## src/hsd_pkg.sv

```systemverilog
`timescale 1ns / 1ps

package hsd_pkg;

    localparam int unsigned CP_W  = 21;
    localparam int unsigned S_W   = 14;
    localparam int unsigned LV_W  = 9;
    localparam int unsigned IDX_W = 5;
    localparam int unsigned BUS_W = 24;

    localparam logic [CP_W-1:0] S_BASE  = 21'h00AC00;
    localparam logic [CP_W-1:0] S_LIMIT = 21'h00D7A4;
    localparam logic [CP_W-1:0] L_BASE  = 21'h001100;
    localparam logic [CP_W-1:0] V_BASE  = 21'h001161;
    localparam logic [CP_W-1:0] T_BASE  = 21'h0011A7;

    // s / 28 = ((s >> 2) * 4682) >> 15, exact for s < 11172
    localparam logic [12:0] RECIP_7   = 13'd4682;
    localparam int unsigned SHIFT_7   = 15;
    // lv / 21 = (lv * 391) >> 13, exact for lv < 399
    localparam logic [8:0]  RECIP_21  = 9'd391;
    localparam int unsigned SHIFT_21  = 13;

    typedef struct packed {
        logic             hangul;
        logic [CP_W-1:0]  cp;
        logic [S_W-1:0]   s;
        logic [LV_W-1:0]  lv;
        logic [IDX_W-1:0] l;
        logic [IDX_W-1:0] t;
    } t_word;

    typedef enum logic [1:0] {
        PH_L,
        PH_V,
        PH_T
    } t_phase;

endpackage

```

## src/hsd_front.sv

```systemverilog
`timescale 1ns / 1ps

module hsd_front (
    input  logic                i_clk,
    input  logic                i_rst_n,
    input  logic                i_valid,
    output logic                o_ready,
    input  logic [hsd_pkg::CP_W-1:0] i_cp,
    output logic                o_valid,
    input  logic                i_ready,
    output hsd_pkg::t_word      o_word
);
    import hsd_pkg::*;

    logic  r_vld;
    logic  n_vld;
    t_word r_word;
    t_word n_word;
    logic  w_load;

    always_comb begin
        o_ready = !r_vld || i_ready;
        w_load  = i_valid && o_ready;
        n_vld   = w_load ? 1'b1 : (i_ready ? 1'b0 : r_vld);
        n_word        = '0;
        n_word.cp     = i_cp;
        n_word.hangul = (i_cp >= S_BASE) && (i_cp < S_LIMIT);
        n_word.s      = S_W'(i_cp - S_BASE);
    end

    always_ff @(posedge i_clk) begin
        if (!i_rst_n) begin
            r_vld <= 1'b0;
        end else begin
            r_vld <= n_vld;
        end
    end

    always_ff @(posedge i_clk) begin
        if (w_load) begin
            r_word <= n_word;
        end
    end

    assign o_valid = r_vld;
    assign o_word  = r_word;

endmodule

```

## src/hsd_divide.sv

```systemverilog
`timescale 1ns / 1ps

module hsd_divide (
    input  logic           i_clk,
    input  logic           i_rst_n,
    input  logic           i_valid,
    output logic           o_ready,
    input  hsd_pkg::t_word i_word,
    output logic           o_valid,
    input  logic           i_ready,
    output hsd_pkg::t_word o_word
);
    import hsd_pkg::*;

    logic             r_vld_a;
    logic             r_vld_b;
    logic             n_vld_a;
    logic             n_vld_b;
    t_word            r_word_a;
    t_word            r_word_b;
    t_word            n_word_a;
    t_word            n_word_b;
    logic             w_rdy_a;
    logic             w_rdy_b;
    logic             w_load_a;
    logic             w_load_b;
    logic [24:0]      w_prod_7;
    logic [17:0]      w_prod_21;
    logic [S_W-1:0]   w_lv28;

    // stage a: syllable index / 28
    always_comb begin
        w_rdy_b  = !r_vld_b || i_ready;
        w_rdy_a  = !r_vld_a || w_rdy_b;
        w_load_a = i_valid && w_rdy_a;
        w_load_b = r_vld_a && w_rdy_b;
        n_vld_a  = w_load_a ? 1'b1 : (w_rdy_b ? 1'b0 : r_vld_a);
        n_vld_b  = w_load_b ? 1'b1 : (i_ready ? 1'b0 : r_vld_b);

        w_prod_7    = 25'(i_word.s[S_W-1:2]) * 25'(RECIP_7);
        n_word_a    = i_word;
        n_word_a.lv = w_prod_7[SHIFT_7 +: LV_W];
    end

    // stage b: trailing index and lv / 21
    always_comb begin
        w_lv28      = S_W'({5'd0, r_word_a.lv} << 5) - S_W'({5'd0, r_word_a.lv} << 2);
        w_prod_21   = 18'(r_word_a.lv) * 18'(RECIP_21);
        n_word_b    = r_word_a;
        n_word_b.t  = IDX_W'(r_word_a.s - w_lv28);
        n_word_b.l  = w_prod_21[SHIFT_21 +: IDX_W];
    end

    always_ff @(posedge i_clk) begin
        if (!i_rst_n) begin
            r_vld_a <= 1'b0;
            r_vld_b <= 1'b0;
        end else begin
            r_vld_a <= n_vld_a;
            r_vld_b <= n_vld_b;
        end
    end

    always_ff @(posedge i_clk) begin
        if (w_load_a) begin
            r_word_a <= n_word_a;
        end
        if (w_load_b) begin
            r_word_b <= n_word_b;
        end
    end

    assign o_ready = w_rdy_a;
    assign o_valid = r_vld_b;
    assign o_word  = r_word_b;

endmodule

```

## src/hsd_emit.sv

```systemverilog
`timescale 1ns / 1ps

module hsd_emit (
    input  logic                     i_clk,
    input  logic                     i_rst_n,
    input  logic                     i_valid,
    output logic                     o_ready,
    input  hsd_pkg::t_word           i_word,
    output logic                     o_valid,
    input  logic                     i_ready,
    output logic [hsd_pkg::CP_W-1:0] o_cp,
    output logic                     o_last
);
    import hsd_pkg::*;

    logic             r_busy;
    logic             n_busy;
    t_phase           r_ph;
    t_phase           n_ph;
    logic             r_hangul;
    logic             r_has_t;
    logic [CP_W-1:0]  r_cp;
    logic [CP_W-1:0]  r_l_cp;
    logic [CP_W-1:0]  r_v_cp;
    logic [CP_W-1:0]  r_t_cp;
    logic             w_final;
    logic             w_load;
    logic [LV_W-1:0]  w_l21;
    logic [IDX_W-1:0] w_v;

    always_comb begin
        w_final = !r_hangul || (r_ph == PH_T) || ((r_ph == PH_V) && !r_has_t);
        o_ready = !r_busy || (i_ready && w_final);
        w_load  = i_valid && o_ready;
        w_l21   = LV_W'({4'd0, i_word.l} << 4) + LV_W'({4'd0, i_word.l} << 2)
                + LV_W'(i_word.l);
        w_v     = IDX_W'(i_word.lv - w_l21);
    end

    // next state
    always_comb begin
        n_busy = r_busy;
        n_ph   = r_ph;
        if (w_load) begin
            n_busy = 1'b1;
            n_ph   = PH_L;
        end else if (r_busy && i_ready) begin
            if (w_final) begin
                n_busy = 1'b0;
            end else begin
                unique case (r_ph)
                    PH_L:    n_ph = PH_V;
                    PH_V:    n_ph = PH_T;
                    default: n_ph = PH_T;
                endcase
            end
        end
    end

    // outputs
    always_comb begin
        o_valid = r_busy;
        o_last  = w_final;
        if (!r_hangul) begin
            o_cp = r_cp;
        end else begin
            unique case (r_ph)
                PH_L:    o_cp = r_l_cp;
                PH_V:    o_cp = r_v_cp;
                default: o_cp = r_t_cp;
            endcase
        end
    end

    always_ff @(posedge i_clk) begin
        if (!i_rst_n) begin
            r_busy <= 1'b0;
            r_ph   <= PH_L;
        end else begin
            r_busy <= n_busy;
            r_ph   <= n_ph;
        end
    end

    always_ff @(posedge i_clk) begin
        if (w_load) begin
            r_hangul <= i_word.hangul;
            r_has_t  <= (i_word.t != '0);
            r_cp     <= i_word.cp;
            r_l_cp   <= L_BASE + CP_W'(i_word.l);
            r_v_cp   <= V_BASE + CP_W'(w_v);
            r_t_cp   <= T_BASE + CP_W'(i_word.t);
        end
    end

endmodule

```

## src/hangul_syllable_decomposer.sv

```systemverilog
`timescale 1ns / 1ps
// path: front register, divide stages a and b, then the emit register
// throughput while m_axis_tready is high: one code point per cycle for
// pass-through; a syllable (lv or lvt) holds the output, one jamo per cycle
// reset: synchronous, active low; clears all valid bits and the emit phase

module hangul_syllable_decomposer (
    input  logic                      i_clk,
    input  logic                      i_rst_n,
    input  logic                      s_axis_tvalid,
    output logic                      s_axis_tready,
    input  logic [hsd_pkg::BUS_W-1:0] s_axis_tdata,  // [20:0] code_point
    output logic                      m_axis_tvalid,
    input  logic                      m_axis_tready,
    output logic [hsd_pkg::BUS_W-1:0] m_axis_tdata,  // [20:0] out_code_point
    output logic                      m_axis_tlast
);
    import hsd_pkg::*;

    logic            w_f_valid;
    logic            w_f_ready;
    t_word           w_f_word;
    logic            w_d_valid;
    logic            w_d_ready;
    t_word           w_d_word;
    logic [CP_W-1:0] w_out_cp;

    hsd_front u_front (
        .i_clk   (i_clk),
        .i_rst_n (i_rst_n),
        .i_valid (s_axis_tvalid),
        .o_ready (s_axis_tready),
        .i_cp    (s_axis_tdata[CP_W-1:0]),
        .o_valid (w_f_valid),
        .i_ready (w_f_ready),
        .o_word  (w_f_word)
    );

    hsd_divide u_divide (
        .i_clk   (i_clk),
        .i_rst_n (i_rst_n),
        .i_valid (w_f_valid),
        .o_ready (w_f_ready),
        .i_word  (w_f_word),
        .o_valid (w_d_valid),
        .i_ready (w_d_ready),
        .o_word  (w_d_word)
    );

    hsd_emit u_emit (
        .i_clk   (i_clk),
        .i_rst_n (i_rst_n),
        .i_valid (w_d_valid),
        .o_ready (w_d_ready),
        .i_word  (w_d_word),
        .o_valid (m_axis_tvalid),
        .i_ready (m_axis_tready),
        .o_cp    (w_out_cp),
        .o_last  (m_axis_tlast)
    );

    assign m_axis_tdata = BUS_W'(w_out_cp);

endmodule

```

## config.mk

```make
export PLATFORM = sky130hd
export DESIGN_NAME = hangul_syllable_decomposer
export DESIGN_NICKNAME = d
export VERILOG_FILES = /design/src/hsd_pkg.sv /design/src/hsd_front.sv /design/src/hsd_divide.sv /design/src/hsd_emit.sv /design/src/hangul_syllable_decomposer.sv
export SDC_FILE = /design/constraint.sdc
export NUM_CORES = 1
export LEC_CHECK = 0
export BUFFER_PORTS_ARGS = -buffer_cell sky130_fd_sc_hd__buf_2
export CORE_MARGIN = 5
export CORE_UTILIZATION = 50
export CTS_BUF_LIST = sky130_fd_sc_hd__clkbuf_4 sky130_fd_sc_hd__clkbuf_8
export DETAILED_ROUTE_END_ITERATION = 8
export GPL_TIMING_DRIVEN = 0
export PLACE_DENSITY_LB_ADDON = 0.08
export SETUP_SLACK_MARGIN = 0.3
export SLEW_MARGIN = 20
export SYNTH_ARGS = -nofsm -noshare
export SYNTH_HDL_FRONTEND = slang
export SYNTH_SLANG_ARGS = --single-unit
```

## constraint.sdc

```tcl
create_clock -name i_clk -period 11.1 [get_ports i_clk]
set_input_delay 1.665 -clock i_clk [delete_from_list [all_inputs] [get_ports i_clk]]
set_output_delay 1.665 -clock i_clk [all_outputs]
set_load 0.01 [all_outputs]
```

==> summary.txt <==
Most common cell after layout, fill and taps aside: edfxtp_1
H-tree depth: 4
Clock Tree Buf Depth: 2
Inserted Clock Buffers: 17
DIE AREA: 19600 µm²
HPWL after detailed placement: 11.0 mm
Setup violations, final: 0
Rel. slew slack: 51.6%
Slowest-stage cell, CP: edfxtp_1
Post-Syn Area: 8440 µm²
DRC: 0
Syn avg cell area: 12.9 µm²
Routability congestion estimate: 0.807
Startpoint types: flip-flop
Layout net count: 922
Critical-path maximum fanout: 6
Vias in the first global route: 5070
Clock sink total: 141
Fin Hold WS: 0.422 ns
Leakage Power: 4.12 nW
GRT Residual Overflow: 0
FF+latch area: 4170 µm²
Hold Buf Count CTS: 0
Most frequent cells in the layout: edfxtp_1 (135), ha_1 (133), inv_1 (109)
Cells after Synth: 654
CTS root buffer: clkbuf_8
Pre-CTS WS: 6.89 ns
RSZ-0062 raised after global routing: false
IO Port Bufs: 48
Die Y-Extent: 140 µm
Reg clk slew, reported paths: 0.09 ns
Max Cap Violations: 0
PD cells: 233 nW/µm²
Largest net degree at the start of global routing: 29
Setup Buffers After CTS: 0
ANT cells: 0
Hold Path Class: flip-flop to flip-flop
F_max: 236 MHz
Final period util: 38.1%
Count of pins over their slew limit: 0
Post-synth EDFFs: 135
Share of the synthesized area in the top cell type: 48.0%
Status: finished clean
CP most frequent cell: fa_1
Resized cells post-CTS: 0
Vias: 4768
Clock Skew: 0.0120 ns
Distinct cells, synth: 53
P&R area growth vs syn: 12.6%
Layout Utilization: 57.3%
Wirelength per Cell: 14.2 µm
Worst skew pair latency: 0.44 ns
Placed Instances: 928
Finished Layout Cells: 960
Core area: 16600 µm²
Row Count: 47
Synth area leaders: edfxtp_1 (48%), ha_1 (20%), fa_1 (8.1%)
Number of iterations in the first detailed-routing pass: 4
Worst Path Arrival: 4.43 ns
Worst path max stage delay: 0.53 ns
Share of layout cells above drive strength 1: 14.9%
Post-DRT Antenna Nets: 0
VDD IR-drop max: 0.0944 mV
Total wire length: 13.6 mm
Initial antenna violation count: 0
TritonCTS clock tree: done
Worst Tran Pin Value: 0.725 ns
Final number of hold-violating endpoints: 0
Worst-path cell chain: ha_1 -> inv_1 -> fa_1 -> inv_1 -> fa_1 -> fa_1 -> ha_1 -> nand4_1 -> or3_4 -> a31oi_1 -> nor2_1 -> xnor2_1
TNS Setup: 0 ns
#FFs+latches synth: 141
Initial Util: 50.9%
Multi-input logic area: 3830 µm²
First-pass GRT wire length: 23.7 mm
Worst Path Required: 11.30 ns
Setup CP Type: flip-flop to flip-flop
IO Pins: 55
Fillers: 1397
Primary FF master, synth: edfxtp_1
Worst Setup Slack, final: 6.87 ns
Cell taking the most area after synthesis: edfxtp_1
Async S/R FF share, synth: 0%
Sequential area share after synthesis: 49.5%
Ys Warns: 0
Total GRT Usage: 15.1%
Crit path capture type: flip-flop
Die width: 140 µm
DRT iter0 DRCs: 202
Minimum clock period: 4.23 ns
Drt via density: 4.97
area by class of cell:
| cell class | count | area share, % |
|---|---|---|
| clock inverters | 15 | 1.80 |
| inverters | 110 | 4.37 |
| plain buffers | 10 | 0.619 |
| multi-input cells | 395 | 40.3 |
| well taps | 220 | 2.90 |
| flip-flops and latches | 141 | 43.9 |
| clock buffers | 17 | 2.46 |
| repair buffers | 52 | 3.61 |
worst paths after layout:
path	from	endpoint	slack (ns)	cells past startpoint
worst max register to register	u_front.o_word[26]$_DFFE_PP_	u_divide.n_word_b[17]$_DFFE_PP_	6.87	12
worst min register to register	u_divide.o_word[38]$_DFFE_PP_	u_emit.r_cp[5]$_DFFE_PP_	0.42	0
worst min-delay path	u_divide.o_word[38]$_DFFE_PP_	u_emit.r_cp[5]$_DFFE_PP_	0.42	0
worst max-delay path	u_front.o_word[26]$_DFFE_PP_	u_divide.n_word_b[17]$_DFFE_PP_	6.87	12
through the flow:
| step | area, µm² | power, mW |
|---|---|---|
| after floorplan | 8450 | 1.58 |
| after global placement | 8960 | 1.80 |
| after detailed placement | 9100 | 1.83 |
| after CTS | 9510 | 2.25 |
| after global routing | 9510 | 2.48 |
| final | 9510 | 2.22 |
cell usage after synthesis (7+ instances only):
cell type	number
o21ai_0	20
nor2_1	24
xnor2_1	23
nand2_1	20
fa_1	34
xor2_1	13
ha_1	133
inv_1	109
nand4_1	7
a21oi_1	30
nor2b_1	15
edfxtp_1	135
critical path: cells and delay by family, from the launching register on:
family | cells | cell delay (ns)
AND/OR/NAND/NOR | 3 | 0.71
buffers and inverters | 2 | 0.12
adder cells (fa/ha/maj) | 5 | 2.25
XOR/XNOR | 1 | 0.12
flip-flops | 1 | 0.53
AO/OA/AOI/OAI | 1 | 0.25
metal layers:
metal  global-route usage [%]  vias to the layer above  wire length [µm]
li1                         -                     2426                 -
met4                     5.81                        0               297
met5                        0                        -                 0
met3                     3.17                       24               350
met2                     25.4                       64              6860
met1                     19.1                     2254              6110
power by group:
part	leakage (nW)	internal, mW	switching, mW	total (mW)
combinational	2.62	0.489	0.608	1.10
clock	0.204	0.190	0.219	0.409
sequential	1.30	0.671	0.0407	0.712
total	4.12	1.35	0.868	2.22
flip-flops by register name, summed over array words and instances, names as in the netlist, 2 cells and up:
register / flops
u_divide.o_word: 35
u_emit.r_v_cp: 8
u_divide.n_word_b: 31
u_emit.r_t_cp: 7
u_emit.r_ph: 2
u_emit.r_l_cp: 5
u_front.o_word: 26
u_emit.r_cp: 21
cell families after synthesis:
kind of cell    share of synthesized area, %
compound gates                          5.43
fa+ha+maj                               27.8
simple gates                            6.57
buf+inv                                 5.62
other cells                           0.0444
flops                                   49.5
mux                                     1.38
xor+xnor                                3.74
No activity file was read; power rests on OpenSTA's default activity.
